<file path="config.mk">
export PLATFORM = sky130hd
export DESIGN_NAME = mrrc_engine
export DESIGN_NICKNAME = d
export VERILOG_FILES = /design/src/rtl/core/mrrc_pkg.sv /design/src/rtl/core/mrrc_engine.sv
export SDC_FILE = /design/constraint.sdc
export NUM_CORES = 1
export LEC_CHECK = 0
export BUFFER_PORTS_ARGS = -buffer_cell sky130_fd_sc_hd__buf_2
export CORE_MARGIN = 2
export CORE_UTILIZATION = 58
export DETAILED_ROUTE_END_ITERATION = 12
export GPL_ROUTABILITY_DRIVEN = 0
export GPL_TIMING_DRIVEN = 0
export PLACE_DENSITY = 0.81
export SYNTH_ARGS = -nofsm -noshare
export SYNTH_HDL_FRONTEND = slang
export SYNTH_SLANG_ARGS = --single-unit
</file>
<file path="constraint.sdc">
create_clock -name clk -period 5.1 [get_ports clk]
set_input_delay 1.02 -clock clk [delete_from_list [all_inputs] [get_ports clk]]
set_output_delay 1.02 -clock clk [all_outputs]
set_load 0.05 [all_outputs]
</file>
<file path="src/rtl/core/mrrc_pkg.sv">
// Shared types, constants and the CRC-16 byte fold for the read response checker.
// No dependencies; every other file in rtl/core imports this package.
package mrrc_pkg;

  // Frame buffer and register limits
  localparam int MAX_FRAME = 256;
  localparam int MAX_REGS  = 125;
  localparam int POS_W     = $clog2(MAX_FRAME + 1);

  // Field widths
  localparam int REG_COUNT_W = 7;
  localparam int BYTE_W      = 8;
  localparam int WORD_W      = 16;

  // Protocol constants
  localparam logic [15:0]       CRC_INIT  = 16'hFFFF;
  localparam logic [15:0]       CRC_POLY  = 16'hA001;
  localparam logic [7:0]        FC_READ   = 8'h03;
  localparam logic [7:0]        FC_EXC    = 8'h80;
  localparam logic [POS_W-1:0]  MIN_FRAME = POS_W'(4);

  // Input item codes
  typedef enum logic [1:0] {
    ACT_BYTE   = 2'd0,
    ACT_END    = 2'd1,
    ACT_EXPIRE = 2'd2,
    ACT_NONE   = 2'd3
  } action_t;

  // Closing status codes
  typedef enum logic [2:0] {
    ST_OK        = 3'd0,
    ST_NO_RESP   = 3'd1,
    ST_TOO_SHORT = 3'd2,
    ST_CRC_BAD   = 3'd3,
    ST_EXCEPTION = 3'd4,
    ST_MALFORMED = 3'd5
  } status_t;

  // Result kinds
  localparam logic KIND_WORD   = 1'b0;
  localparam logic KIND_STATUS = 1'b1;

  // One result item
  typedef struct packed {
    logic                   kind;
    logic [6:0]             reg_index;
    logic [WORD_W-1:0]      reg_value;
    logic [2:0]             status;
    logic [BYTE_W-1:0]      exception_code;
    logic [BYTE_W-1:0]      payload_len;
    logic                   frame_done;
  } result_t;

  // Fold one byte into the running CRC, LSB first
  function automatic logic [15:0] crc_fold(input logic [15:0] crc, input logic [7:0] b);
    logic [15:0] c;
    c = crc ^ {8'h00, b};
    for (int k = 0; k < 8; k++) begin
      if (c[0]) begin
        c = (c >> 1) ^ CRC_POLY;
      end else begin
        c = c >> 1;
      end
    end
    return c;
  endfunction

endpackage

</file>
<file path="src/rtl/core/mrrc_engine.sv">
// Frame engine: holds the per-frame state and the register count, folds each
// byte into the CRC and forms word and closing status results. Uses mrrc_pkg.
module mrrc_engine (
  input  logic                          clk,
  input  logic                          rst,
  input  logic                          cfg_we,
  input  logic [mrrc_pkg::REG_COUNT_W-1:0] cfg_data,
  input  logic                          step,
  input  logic [1:0]                    action,
  input  logic [mrrc_pkg::BYTE_W-1:0]   rx_byte,
  output logic                          has_res,
  output mrrc_pkg::result_t             res
);
  import mrrc_pkg::*;

  logic [REG_COUNT_W-1:0] reg_count;
  logic [POS_W-1:0]       byte_pos;
  logic [15:0]            crc_acc;
  logic [7:0]             func_byte;
  logic [7:0]             count_byte;
  logic [7:0]             high_hold;

  logic [POS_W-1:0]       byte_pos_next;
  logic [15:0]            crc_acc_next;
  logic [7:0]             func_byte_next;
  logic [7:0]             count_byte_next;
  logic [7:0]             high_hold_next;

  logic [REG_COUNT_W-1:0] cnt;
  logic [7:0]             cnt2;
  logic                   is_byte;
  logic                   absorb;
  logic [POS_W-1:0]       word_off;
  logic                   word_hit;
  logic [7:0]             plen;
  logic                   closing;
  status_t                st;
  logic [7:0]             exc;

  // Clamp the register count and double it for the byte count check
  assign cnt  = (reg_count > REG_COUNT_W'(MAX_REGS)) ? REG_COUNT_W'(MAX_REGS) : reg_count;
  assign cnt2 = {cnt, 1'b0};

  assign is_byte = (action == ACT_BYTE) || (action == ACT_END);
  assign absorb  = is_byte && (byte_pos < POS_W'(MAX_FRAME));
  assign closing = (action == ACT_END) || (action == ACT_EXPIRE);

  // Word position of a low byte: (pos - 4) / 2
  assign word_off = byte_pos - POS_W'(4);
  assign word_hit = absorb && (byte_pos >= POS_W'(4)) && !byte_pos[0] &&
                    (func_byte == FC_READ) && (count_byte == cnt2) &&
                    ({1'b0, word_off[POS_W-1:1]} < {{(POS_W-REG_COUNT_W){1'b0}}, cnt});

  // Absorb the byte into the frame state
  always_comb begin
    byte_pos_next   = byte_pos;
    crc_acc_next    = crc_acc;
    func_byte_next  = func_byte;
    count_byte_next = count_byte;
    high_hold_next  = high_hold;
    if (absorb) begin
      crc_acc_next  = crc_fold(crc_acc, rx_byte);
      byte_pos_next = byte_pos + POS_W'(1);
      if (byte_pos == POS_W'(1)) begin
        func_byte_next = rx_byte;
      end else if (byte_pos == POS_W'(2)) begin
        count_byte_next = rx_byte;
      end else if (byte_pos >= POS_W'(3) && byte_pos[0]) begin
        high_hold_next = rx_byte;
      end
    end
  end

  // Closing checks, in order, on the state after this byte
  assign plen = 8'(byte_pos_next - POS_W'(2));
  always_comb begin
    exc = '0;
    if (byte_pos_next == '0) begin
      st = ST_NO_RESP;
    end else if (byte_pos_next < MIN_FRAME) begin
      st = ST_TOO_SHORT;
    end else if (crc_acc_next != '0) begin
      st = ST_CRC_BAD;
    end else if ((func_byte_next & FC_EXC) != '0) begin
      st  = ST_EXCEPTION;
      exc = (plen >= 8'd3) ? count_byte_next : 8'd0;
    end else if (({1'b0, plen} < (9'd3 + {1'b0, cnt2})) ||
                 (func_byte_next != FC_READ) || (count_byte_next != cnt2)) begin
      st = ST_MALFORMED;
    end else begin
      st = ST_OK;
    end
  end

  // Form the result item
  always_comb begin
    res     = '0;
    has_res = 1'b0;
    if (closing) begin
      has_res            = 1'b1;
      res.kind           = KIND_STATUS;
      res.status         = st;
      res.exception_code = exc;
      res.payload_len    = (st == ST_NO_RESP || st == ST_TOO_SHORT) ? 8'd0 : plen;
      res.frame_done     = 1'b1;
    end else if (action == ACT_BYTE && word_hit) begin
      has_res       = 1'b1;
      res.kind      = KIND_WORD;
      res.reg_index = word_off[7:1];
      res.reg_value = {high_hold, rx_byte};
    end
  end

  // Hold the register count
  always_ff @(posedge clk) begin
    if (rst) begin
      reg_count <= REG_COUNT_W'(1);
    end else if (cfg_we) begin
      reg_count <= cfg_data;
    end
  end

  // Advance or clear the frame state
  always_ff @(posedge clk) begin
    if (rst) begin
      byte_pos   <= '0;
      crc_acc    <= CRC_INIT;
      func_byte  <= '0;
      count_byte <= '0;
      high_hold  <= '0;
    end else if (step) begin
      if (closing) begin
        byte_pos   <= '0;
        crc_acc    <= CRC_INIT;
        func_byte  <= '0;
        count_byte <= '0;
        high_hold  <= '0;
      end else begin
        byte_pos   <= byte_pos_next;
        crc_acc    <= crc_acc_next;
        func_byte  <= func_byte_next;
        count_byte <= count_byte_next;
        high_hold  <= high_hold_next;
      end
    end
  end

endmodule

</file>
=== Yosys cells after proc, flatten, opt, wreduce, memory -nomap -nowiden ===
Index checks and enable logic that the tools add are counted.
W data, S select, Z words.

* Logic and storage cells: 108
* Register bits after elaboration: 56
* Bits of input ports: 21

* Mux-type cells: 49
* Bitwise operators: 9
* Eq/ne operators: 12
* Reduce and logical (&&, ||, !) cells: 20
* Order comparisons: 8
* Add/sub/neg operators: 4

{| class="wikitable"
|+ Operator list
! kind !! count
|-
| $mux W16 || 17
|-
| $mux W8 || 18
|-
| $mux W23 || 2
|-
| $not A2 Y3 || 8
|-
| $mux W20 || 1
|-
| $mux W9 || 2
|-
| $reduce_bool A16 Y1 || 1
|-
| $xor A16 B8 Y16 || 1
|-
| $mux W3 || 5
|-
| $add A2 B8 Y9 const A || 1
|-
| $add A9 B1 Y9 const B || 1
|-
| $eq A9 B1 Y1 const B || 1
|-
| $eq A9 B2 Y1 const B || 1
|-
| $ge A9 B2 Y1 const B || 1
|-
| $ge A9 B3 Y1 const B || 1
|-
| $logic_not A9 Y1 || 1
|-
| $lt A8 B9 Y1 || 1
|-
| $lt A9 B3 Y1 const B || 1
|-
| $lt A9 B9 Y1 const B || 1
|-
| $sub A9 B3 Y9 const B || 1
|-
| $eq A8 B2 Y1 const B || 1
|-
| $eq A8 B8 Y1 || 1
|-
| $ge A8 B2 Y1 const B || 1
|-
| $logic_and A1 B1 Y1 || 8
|-
| other kinds (17) || 25
|}

=== Depth between registers and ports, before layout ===
Gate-level depths: netlist of run 1.

* Word-level depth: 33
* Mapped depth: 20

=== Worst setup path before layout of run 1 ===
Ideal clock, no wire load.

* Path type: input port to output port
* Start point: input action[1]
* End point: output res[11] (netlist bit)
* Data required time: 4,080 ps
* Data arrival time: 4,656 ps
* Slack: -576 ps
* Stages: 13
* Cells stage by stage: inv_1 ha_1 o21ba_2 clkbuf_8 a21oi_1 inv_1 ha_1 nor4b_1 and3_1 a31oi_1 xnor2_1 nor4_4 nor4_1

{| class="wikitable"
|+ RTL lines
! element !! RTL line !! text
|-
| from (decl) || mrrc_engine.sv:9 || <nowiki>input logic [1:0] action,</nowiki>
|-
| to (decl) || mrrc_engine.sv:12 || <nowiki>output mrrc_pkg::result_t res</nowiki>
|}

==> metrics.txt, run 1 <==
outcome=completed; Fmax=between 0.15 and 0.2 GHz; clock root buffer=clkbuf_8; final instance area=0.00509 mm2; Arr. time, crit path=around 4 ns; Leak Pwr=~0.0021 uW; Mapped Avg Cell Area=approximately 7.7 um2; CP required=slightly above 4 ns; PortBufs=between 50 and 60; top cells by area, synth=dfxtp_1 26%, ha_1 6.9%, nor2_1 5.7%; register area=about 0.0011 mm2; detailed placer's ending HPWL=9430 um; Worst Setup EP=res[19]; Seq pwr share=0.459; vias in the first global route=roughly 4300; Die Area=0.00820 mm2; start point of the critical path=action[1]; internal reg-to-reg setup slack=2.42 ns; first-pass GRT wire length=around 21000 um; EDFF count, synth=0; Int Pwr=about 660 uW; initial antenna violation count=0; DR vias=4518; total CTS buffers=5; Die Ht=90.6 um; Min Clock Period, post-route=roughly 5.0 ns; Worst-Margin Slew=0.613 ns; clock sinks=56; mapped cell area=approximately 0.0043 mm2; worst r2r dst=count_byte[4]; post-DR wirelength/cell=approximately 18 um; Comb pwr share=0.293; Crit Path Class=input pin to primary output; Seq cells post-synth=56; most frequent CP cell=ha_4; Finished Layout Cells=732; peak supply drop=about 0.18 mV; Async SR Flop Fraction=0; Seq/Total Area, Yosys=0.258; distinct cell type count of the synthesized netlist=68; placement-stage cell area=roughly 0.0048 mm2; post-synth top area cell=dfxtp_1; Starting Density=0.599; initial drt markers=297; CP max stage cell=xor2_2; CP max FO=5; syn nets=608; CTS tree=built; Worst setup EP type=primary output; Gate Count Post-Synth=~560; Post-synth top flop=dfxtp_1; pin count of the biggest net entering global routing=18; Core ar.=0.00725 mm2; Placement Rows=31; gr usage total=0.315; switching pwr=roughly 330 uW; Ports=66; worst skew pair latency=slightly above 0.3 ns; die width=just over 90 um; FF-to-FF path depth=9; pwr dens=just under 200 mW/mm2; CTS max path bufs=2; area of the multi-input gates=about 0.0031 mm2; Worst Skew=~0.0047 ns; NumNets Final=between 600 and 700; # diodes=0; layout cell share with drive strength beyond 1=0.215; final setup fails=0; dpl cells=just over 700; Synth top area share=0.258; RSZ-0062 raised after global routing=yes; GR Overflow Total=0; Net Sw Frac=0.337; H-tree levels=2; antenna-violating nets left=0; CTS clk-pin slew, worst paths=roughly 0.10 ns; Yosys warnings=0; fin crit share=0.981; count of pins over their slew limit=0; vias per inst=about 6; Startpoint Class=input pin; drt total wl=roughly 13000 um; Fin. Hold Viols=0; worst min path class=register to register; clock network power share=0.248; most frequent cells in the layout=66 x nor2_1, 65 x nand2_1, 62 x buf_2; CP max stage delay=about 0.29 ns; Crit Reg-Reg Startpoint=byte_pos[2]; Residual DRC=0; Max-slew headroom=0.590; FILL cells=626; most common cell after layout, fill and taps aside=nor2_1; MaxCap Viol Count=0; DR pass1 iterations=6; Cell Chain, Critical Path=buf_6 -> inv_4 -> ha_4 -> o21ba_4 -> and2_4 -> xnor2_4 -> ha_4 -> o21ai_2 -> a211o_1 -> o21ai_2 -> xor2_2 -> ha_4 -> nand3_1 -> nor3_1 -> o21ai_0 -> nand2_1 -> nand4_1 -> and3_2 -> buf_4; Syn-to-layout area delta=17.1%
==> final cells by class <==
type | count | area share
Clock inverter | 2 | 0.00319
Tap cell | 99 | 0.0243
Buffer | 39 | 0.0398
Sequential cell | 56 | 0.220
Inverter | 23 | 0.0179
Clock buffer | 5 | 0.0135
Multi-Input combinational cell | 444 | 0.608
Timing Repair Buffer | 64 | 0.0735
==> synth_stat cells (3+ instances only) <==
library cell  number
ha_1              24
mux2_2             3
inv_1             23
dfxtp_1           56
buf_2             13
nand4_1            8
o211ai_1           5
o22ai_1           11
and4_1             3
a22oi_1           24
clkbuf_1          18
a31oi_1            4
xor2_1            16
nor4_1            16
o21ai_0           23
mux2i_1            9
nand2b_1           8
nor3_1            12
xnor2_1           26
and2_1            21
nand2_1           65
o21ai_1            4
a21oi_1           17
o21a_1             3
a211oi_1           3
nor2_1            66
nand3_1           12
nor4b_1            3
and3_1             9
buf_4              5
nor2b_1            6
a2bb2oi_1          3
==> sequential cells by signal, indices dropped and copies added, names as in the netlist <==
name and count:
crc_acc 16, byte_pos 9, high_hold 8, count_byte 8, reg_count 7, func_byte 8
==> cell families after synthesis <==
logic type	share of synthesized area
muxes	0.0285
AOI/OAI and AO/OA	0.182
adders and majority gates	0.0691
DFF	0.258
xor gates and xnor gates	0.105
and+or+nand+nor	0.288
buffers and inverters	0.0691
==> power by group through the flow <==
stage          Combinational [uW]  Clock (uW)  Sequential (uW)
6_report                      292         246              456
5_1_grt                       317         268              457
4_1_cts                       277         252              455
3_5_place_dp                  256           0              465
3_3_place_gp                  249           0              465
2_1_floorplan                 198           0              463
==> layer usage <==
metal	vias up	part of all wire	wire (um)	track usage
met1	2108	0.41	5260	0.412
met3	30	0.089	1160	0.0367
met5	-	0	0	0
li1	2119	-	-	-
met4	0	0.024	316	0.122
met2	261	0.48	6230	0.531
==> timing repair <==
action | 4_1_cts | 5_1_grt
buffers inserted | 9 | 1
pin swaps | 16 | 7
hold buffers | 0 | 0
gates resized for setup | 27 | 10
setup endpoints to repair | 10 | 3
==> worst min-delay path by stage <==
| stage | start | endpoint | depth (start not counted) |
|---|---|---|---|
| final | high_hold[7] | high_hold[7] | 2 |
| after global routing | high_hold[7] | high_hold[7] | 2 |
| after CTS | high_hold[7] | high_hold[7] | 2 |
| after detailed placement | high_hold[7] | high_hold[7] | 2 |
| after global placement | high_hold[5] | high_hold[5] | 2 |
| after floorplan | high_hold[0] | high_hold[0] | 2 |
==> stage by stage <==
| stage | setup slack (ns) | hold WS, ns | utilization | TNS [ns] | total power (uW) |
|---|---|---|---|---|---|
| 2_1_floorplan | -0.471 | 0.457 | - | -3.29 | 661 |
| 3_3_place_gp | -0.626 | 0.474 | 0.658 | -1.74 | 714 |
| 3_5_place_dp | -0.742 | 0.483 | 0.658 | -2.46 | 721 |
| 4_1_cts | -0.0143 | 0.508 | 0.693 | -0.0143 | 984 |
| 5_1_grt | 0.00104 | 0.541 | 0.702 | 0 | 1040 |
| 6_report | 0.0993 | 0.503 | 0.702 | 0 | 993 |
==> critical path: cells and delay by family <==
kind / cells / cell delay, ns
xor+xnor: 2 / 0.44
simple gates: 6 / 0.94
compound gates: 5 / 0.74
buf+inv: 3 / 0.29
fa+ha+maj: 3 / 0.53
(Power assumes the default switching activity.)
==> inputs of run 2 (changes only) <==
==> constraint.sdc (replaced) <==
create_clock -name clk -period 5.1 [get_ports clk]
set_input_delay 0.255 -clock clk [delete_from_list [all_inputs] [get_ports clk]]
set_output_delay 0.255 -clock clk [all_outputs]
set_load 0.05 [all_outputs]
==> metrics.txt, run 2 (synthesis results as in run 1) <==
postcts setup bufs=0 (was 9); Die Ht=90.6 um (unchanged); vias in the first global route=4127 (was 4302); final setup fails=0 (unchanged); CP max FO=9 (was 5); Post-CTS Hold Buffers=0 (unchanged); Finished Layout Cells=724 (was 732); Die Area=0.00820 mm2 (unchanged); CTS clk-pin slew, worst paths=0.11 ns (was 0.10 ns); # diodes=0 (unchanged); dpl cells=716 (unchanged); initial drt markers=381 (was 297); count of pins over their slew limit=0 (unchanged); CTS tree=built (unchanged); fin crit share=0.918 (was 0.981); cells resized by post-CTS repair=0 (was 27); drt total wl=12500 um (was 13000 um); antenna-violating nets left=0 (unchanged); PortBufs=54 (unchanged); detailed placer's ending HPWL=9340 um (was 9430 um); most common cell after layout, fill and taps aside=buf_2 (was nor2_1); Core ar.=0.00725 mm2 (unchanged); Seq pwr share=0.470 (was 0.459); layout cell share with drive strength beyond 1=0.168 (was 0.215); Min Clock Period, post-route=4.68 ns (was 5.00 ns); Arr. time, crit path=4.43 ns (was 3.98 ns); hold path depth=3 (was 2); setup slack after layout=0.418 ns (was 0.0993 ns); Regs by FF count=crc_acc: 16 flops, byte_pos: 9 flops (unchanged); worst slack, placed=0.649 ns (was -0.742 ns); pwr dens=200 mW/mm2 (was 195 mW/mm2); FF-to-FF path depth=9 (unchanged); Int Pwr=640 uW (was 659 uW); Comb pwr share=0.268 (was 0.293); vias per inst=6.16 (was 6.17); internal reg-to-reg setup slack=2.52 ns (was 2.42 ns); outcome=completed (unchanged); CTS max path bufs=2 (unchanged); Ports=66 (unchanged); worst min path class=input pin to register (was register to register); Fin. Hold Viols=0 (unchanged); GR Overflow Total=0 (unchanged); Max-slew headroom=0.593 (was 0.590); clock root buffer=clkbuf_8 (unchanged); post-DR wirelength/cell=17.3 um (was 17.7 um); FILL cells=688 (was 626); Worst setup EP type=primary output (unchanged); switching pwr=329 uW (was 335 uW); most frequent cells in the layout=67 x buf_2, 66 x nor2_1, 65 x nand2_1 (was 66 x nor2_1, 65 x nand2_1, 62 x buf_2); NumNets Final=669 (was 678); clock network power share=0.262 (was 0.248); die width=90.6 um (unchanged); Startpoint Class=register (was input pin); Net Sw Frac=0.340 (was 0.337); initial antenna violation count=0 (unchanged); Worst Skew=0.00717 ns (was 0.00467 ns); DR pass1 iterations=5 (was 6); worst skew pair latency=0.31 ns (about the same); clock sinks=56 (unchanged); Starting Density=0.599 (unchanged); CP required=4.85 ns (was 4.08 ns); first-pass GRT wire length=20300 um (was 21100 um); Residual DRC=0 (unchanged); setup TNS=0 ns (unchanged); Worst-Margin Slew=0.606 ns (was 0.613 ns); MaxCap Viol Count=0 (unchanged); Syn-to-layout area delta=11.3% (was 17.1%); final hold slack=0.172 ns (was 0.503 ns); Placement Rows=31 (unchanged); Crit Path Class=register to primary output (was input pin to primary output); Largest register FFs=16 (unchanged); Fmax=0.214 GHz (was 0.200 GHz); total CTS buffers=5 (unchanged); Leak Pwr=0.00205 uW (was 0.00213 uW); RSZ-0062 raised after global routing=no (was yes); DR vias=4459 (was 4518); peak supply drop=0.170 mV (was 0.180 mV); pin count of the biggest net entering global routing=19 (was 18); H-tree levels=2 (unchanged); gr usage total=0.303 (was 0.315); Top reg by flops=crc_acc (unchanged)
run 2: worst paths after layout:
path / start / to
max: byte_pos[1] / res[17]
min: cfg_data[6] / reg_count[6]
min reg2reg: high_hold[4] / high_hold[4]
max reg2reg: byte_pos[2] / count_byte[3]
run 2: metrics by stage:
step | area, um2 | util | total power, uW
after global placement | 4740 | 0.654 | 711
after detailed placement | 4740 | 0.654 | 717
after floorplan | 4350 | - | 658
after CTS | 4830 | 0.666 | 969
after global routing | 4840 | 0.667 | 1010
final | 4840 | 0.667 | 969
run 2: power by group through the flow:
stage | Sequential [uW] | Clock, uW | Combinational (uW)
after floorplan | 463 | 0 | 195
after global placement | 465 | 0 | 246
after detailed placement | 465 | 0 | 252
after CTS | 455 | 260 | 254
after global routing | 457 | 274 | 282
final | 456 | 254 | 259
run 2: cell type report:
type | instances | area [um2] | area share
Buffer | 40 | 214 | 0.0442
Sequential cell | 56 | 1120 | 0.232
Inverter | 23 | 86.3 | 0.0179
Timing Repair Buffer | 54 | 270 | 0.0559
Clock inverter | 3 | 22.5 | 0.00466
Clock buffer | 5 | 68.8 | 0.0142
Multi-Input combinational cell | 444 | 2930 | 0.606
Tap cell | 99 | 124 | 0.0256
run 2: layer usage:
metal,vias up,global-route usage,share of wire
li1,2105,-,-
met4,0,0.128,0.031
met2,250,0.487,0.46
met1,2059,0.398,0.41
met5,-,0,0
met3,45,0.0568,0.10
run 2: critical path, cell delays in order (launching register included):
cell and delay (ns):
dfxtp_1 0.53, ha_1 0.40, and2_0 0.32, xnor2_1 0.18, ha_1 0.34, o21ai_0 0.12
a211o_1 0.26, o21ai_0 0.13, xor2_1 0.42, ha_1 0.33, a21oi_1 0.14, o22ai_1 0.09
nor3_1 0.14, nand2_1 0.09, nand4_1 0.12, nand2b_1 0.07, a21oi_1 0.15, buf_2 0.29
==> inputs of run 3 (changes only) <==
==> constraint.sdc (replaced) <==
create_clock -name clk -period 5.1 [get_ports clk]
set_input_delay 0.765 -clock clk [delete_from_list [all_inputs] [get_ports clk]]
set_output_delay 0.765 -clock clk [all_outputs]
set_load 0.05 [all_outputs]
==> metrics.txt, run 3 (synthesis results as in run 1) <==
switching pwr=336 uW (was 329 uW); drt total wl=12700 um (was 12500 um); Min Clock Period, post-route=4.96 ns (was 4.68 ns); MaxCap Viol Count=0 (unchanged); Fin. Hold Viols=0 (unchanged); Ports=66 (unchanged); Core ar.=0.00725 mm2 (unchanged); Residual DRC=0 (unchanged); DR pass1 iterations=5 (unchanged); NumNets Final=674 (was 669); Cell Chain, Critical Path=buf_2 -> ha_1 -> o21ba_4 -> clkbuf_8 -> and2_4 -> xnor2_4 -> ha_4 -> o21ai_0 -> a211o_1 -> o21ai_2 -> xor2_2 -> ha_1 -> a21oi_1 -> o22ai_1 -> nor3_1 -> nand2_1 -> nand4_1 -> nand2b_1 -> a21oi_1 -> buf_4 (was ha_1 -> and2_0 -> xnor2_1 -> ha_1 -> o21ai_0 -> a211o_1 -> o21ai_0 -> xor2_1 -> ha_1 -> a21oi_1 -> o22ai_1 -> nor3_1 -> nand2_1 -> nand4_1 -> nand2b_1 -> a21oi_1 -> buf_2); Regs by FF count=crc_acc: 16 flops, byte_pos: 9 flops (unchanged); clock network power share=0.261 (was 0.262); Final Util=0.682 (was 0.667); worst skew pair latency=0.31 ns (about the same); antenna-violating nets left=0 (unchanged); CP required=4.34 ns (was 4.85 ns); PortBufs=54 (unchanged); Crit Path Class=input pin to primary output (was register to primary output); Worst setup EP type=primary output (unchanged); pwr dens=199 mW/mm2 (was 200 mW/mm2); Leak Pwr=0.00209 uW (was 0.00205 uW); count of pins over their slew limit=0 (unchanged); Die Ht=90.6 um (unchanged); placement-stage cell area=0.00474 mm2 (unchanged); H-tree levels=2 (unchanged); area of the multi-input gates=0.00300 mm2 (was 0.00293 mm2); final instance area=0.00495 mm2 (was 0.00484 mm2); setup TNS=0 ns (unchanged); Post-CTS Hold Buffers=0 (unchanged); initial antenna violation count=0 (unchanged); final setup fails=0 (unchanged); Placement Rows=31 (unchanged); outcome=completed (unchanged); Startpoint Class=input pin (was register); CTS tree=built (unchanged); Syn-to-layout area delta=13.8% (was 11.3%); Fmax=0.202 GHz (was 0.214 GHz); Max-slew headroom=0.577 (was 0.593); Top reg by flops=crc_acc (unchanged); CP max FO=10 (was 9); most frequent cells in the layout=66 x buf_2, 65 x nand2_1, 65 x nor2_1 (was 67 x buf_2, 66 x nor2_1, 65 x nand2_1); fin crit share=0.972 (was 0.918); pin count of the biggest net entering global routing=19 (unchanged); clock sinks=56 (unchanged); cell family with most CP delay=compound AO/OA/AOI/OAI gates (was adder cells); Tot Pwr=987 uW (was 969 uW); most common cell after layout, fill and taps aside=buf_2 (unchanged); CP max stage cell=a211o_1 (was dfxtp_1); CP max stage delay=0.29 ns (was 0.53 ns); peak supply drop=0.172 mV (was 0.170 mV); Worst-Margin Slew=0.630 ns (was 0.606 ns); Comb pwr share=0.278 (was 0.268); CTS clk-pin slew, worst paths=0.11 ns (about the same); vias in the first global route=4156 (was 4127); Seq pwr share=0.462 (was 0.470); vias per inst=6.11 (was 6.16); first-pass GRT wire length=20400 um (was 20300 um); register area=0.00112 mm2 (unchanged); Buf+Inv Stages, Crit Path=3 (was 1); post-DR wirelength/cell=17.4 um (was 17.3 um); CTS max path bufs=2 (unchanged); worst min path class=register to register (was input pin to register); initial drt markers=434 (was 381); layout cell share with drive strength beyond 1=0.187 (was 0.168); GR Overflow Total=0 (unchanged); Int Pwr=651 uW (was 640 uW); Die Area=0.00820 mm2 (unchanged); Largest register FFs=16 (unchanged); total CTS buffers=5 (unchanged); detailed placer's ending HPWL=9340 um (unchanged); gr usage total=0.306 (was 0.303); die width=90.6 um (unchanged); clock root buffer=clkbuf_8 (unchanged); Worst Skew=0.00605 ns (was 0.00717 ns); # diodes=0 (unchanged); Arr. time, crit path=4.19 ns (was 4.43 ns); Net Sw Frac=0.341 (was 0.340); DR vias=4456 (was 4459); FILL cells=670 (was 688); Starting Density=0.599 (unchanged)
==> run 3: final cells by class <==
class                           count  share of cell area
Tap cell                           99              0.0250
Buffer                             40              0.0432
Clock buffer                        5              0.0139
Multi-Input combinational cell    444               0.606
Sequential cell                    56               0.227
Inverter                           23              0.0175
Clock inverter                      3             0.00455
Timing Repair Buffer               59              0.0627
==> run 3: worst min-delay path, stage by stage, from the launching register on <==
cell	delay, ns
dfxtp_1	0.34
a22oi_1	0.06
nor2_1	0.07
==> run 3: per-stage QoR <==
stage          hold WS (ns)  setup WS [ns]  instances
2_1_floorplan         0.457        -0.0664        563
3_3_place_gp          0.473         -0.295        716
3_5_place_dp          0.475         -0.371        716
4_1_cts               0.504         0.0281        727
5_1_grt               0.535        -0.0281        729
6_report              0.500          0.140        729
==> run 3: worst paths after layout <==
path / startpoint / end / slack (ns) / depth (start not counted)
worst max-delay path: action[0] / res[17] / 0.14 / 20
worst min-delay path: high_hold[4] / high_hold[4] / 0.50 / 2
worst max register to register: byte_pos[2] / count_byte[5] / 2.46 / 9
worst min register to register: high_hold[4] / high_hold[4] / 0.50 / 2
==> run 3: what timing repair did <==
item / CTS / global route
pin swaps: 4 / 3
endpoints found under the setup margin: 2 / 2
gates resized for setup: 7 / 9
setup buffers: 3 / 2
==> run 3: layer usage <==
metal  GRT usage  part of all wire
met1       0.401              0.40
met2       0.489              0.47
met3      0.0576              0.10
met4       0.135             0.029
met5           0                 0
==> run 3: power by group through the flow <==
stage          Sequential, uW  Clock, uW  Combinational (uW)
2_1_floorplan             463          0                 195
3_3_place_gp              465          0                 246
3_5_place_dp              465          0                 252
4_1_cts                   455        260                 261
5_1_grt                   457        274                 298
6_report                  456        257                 274
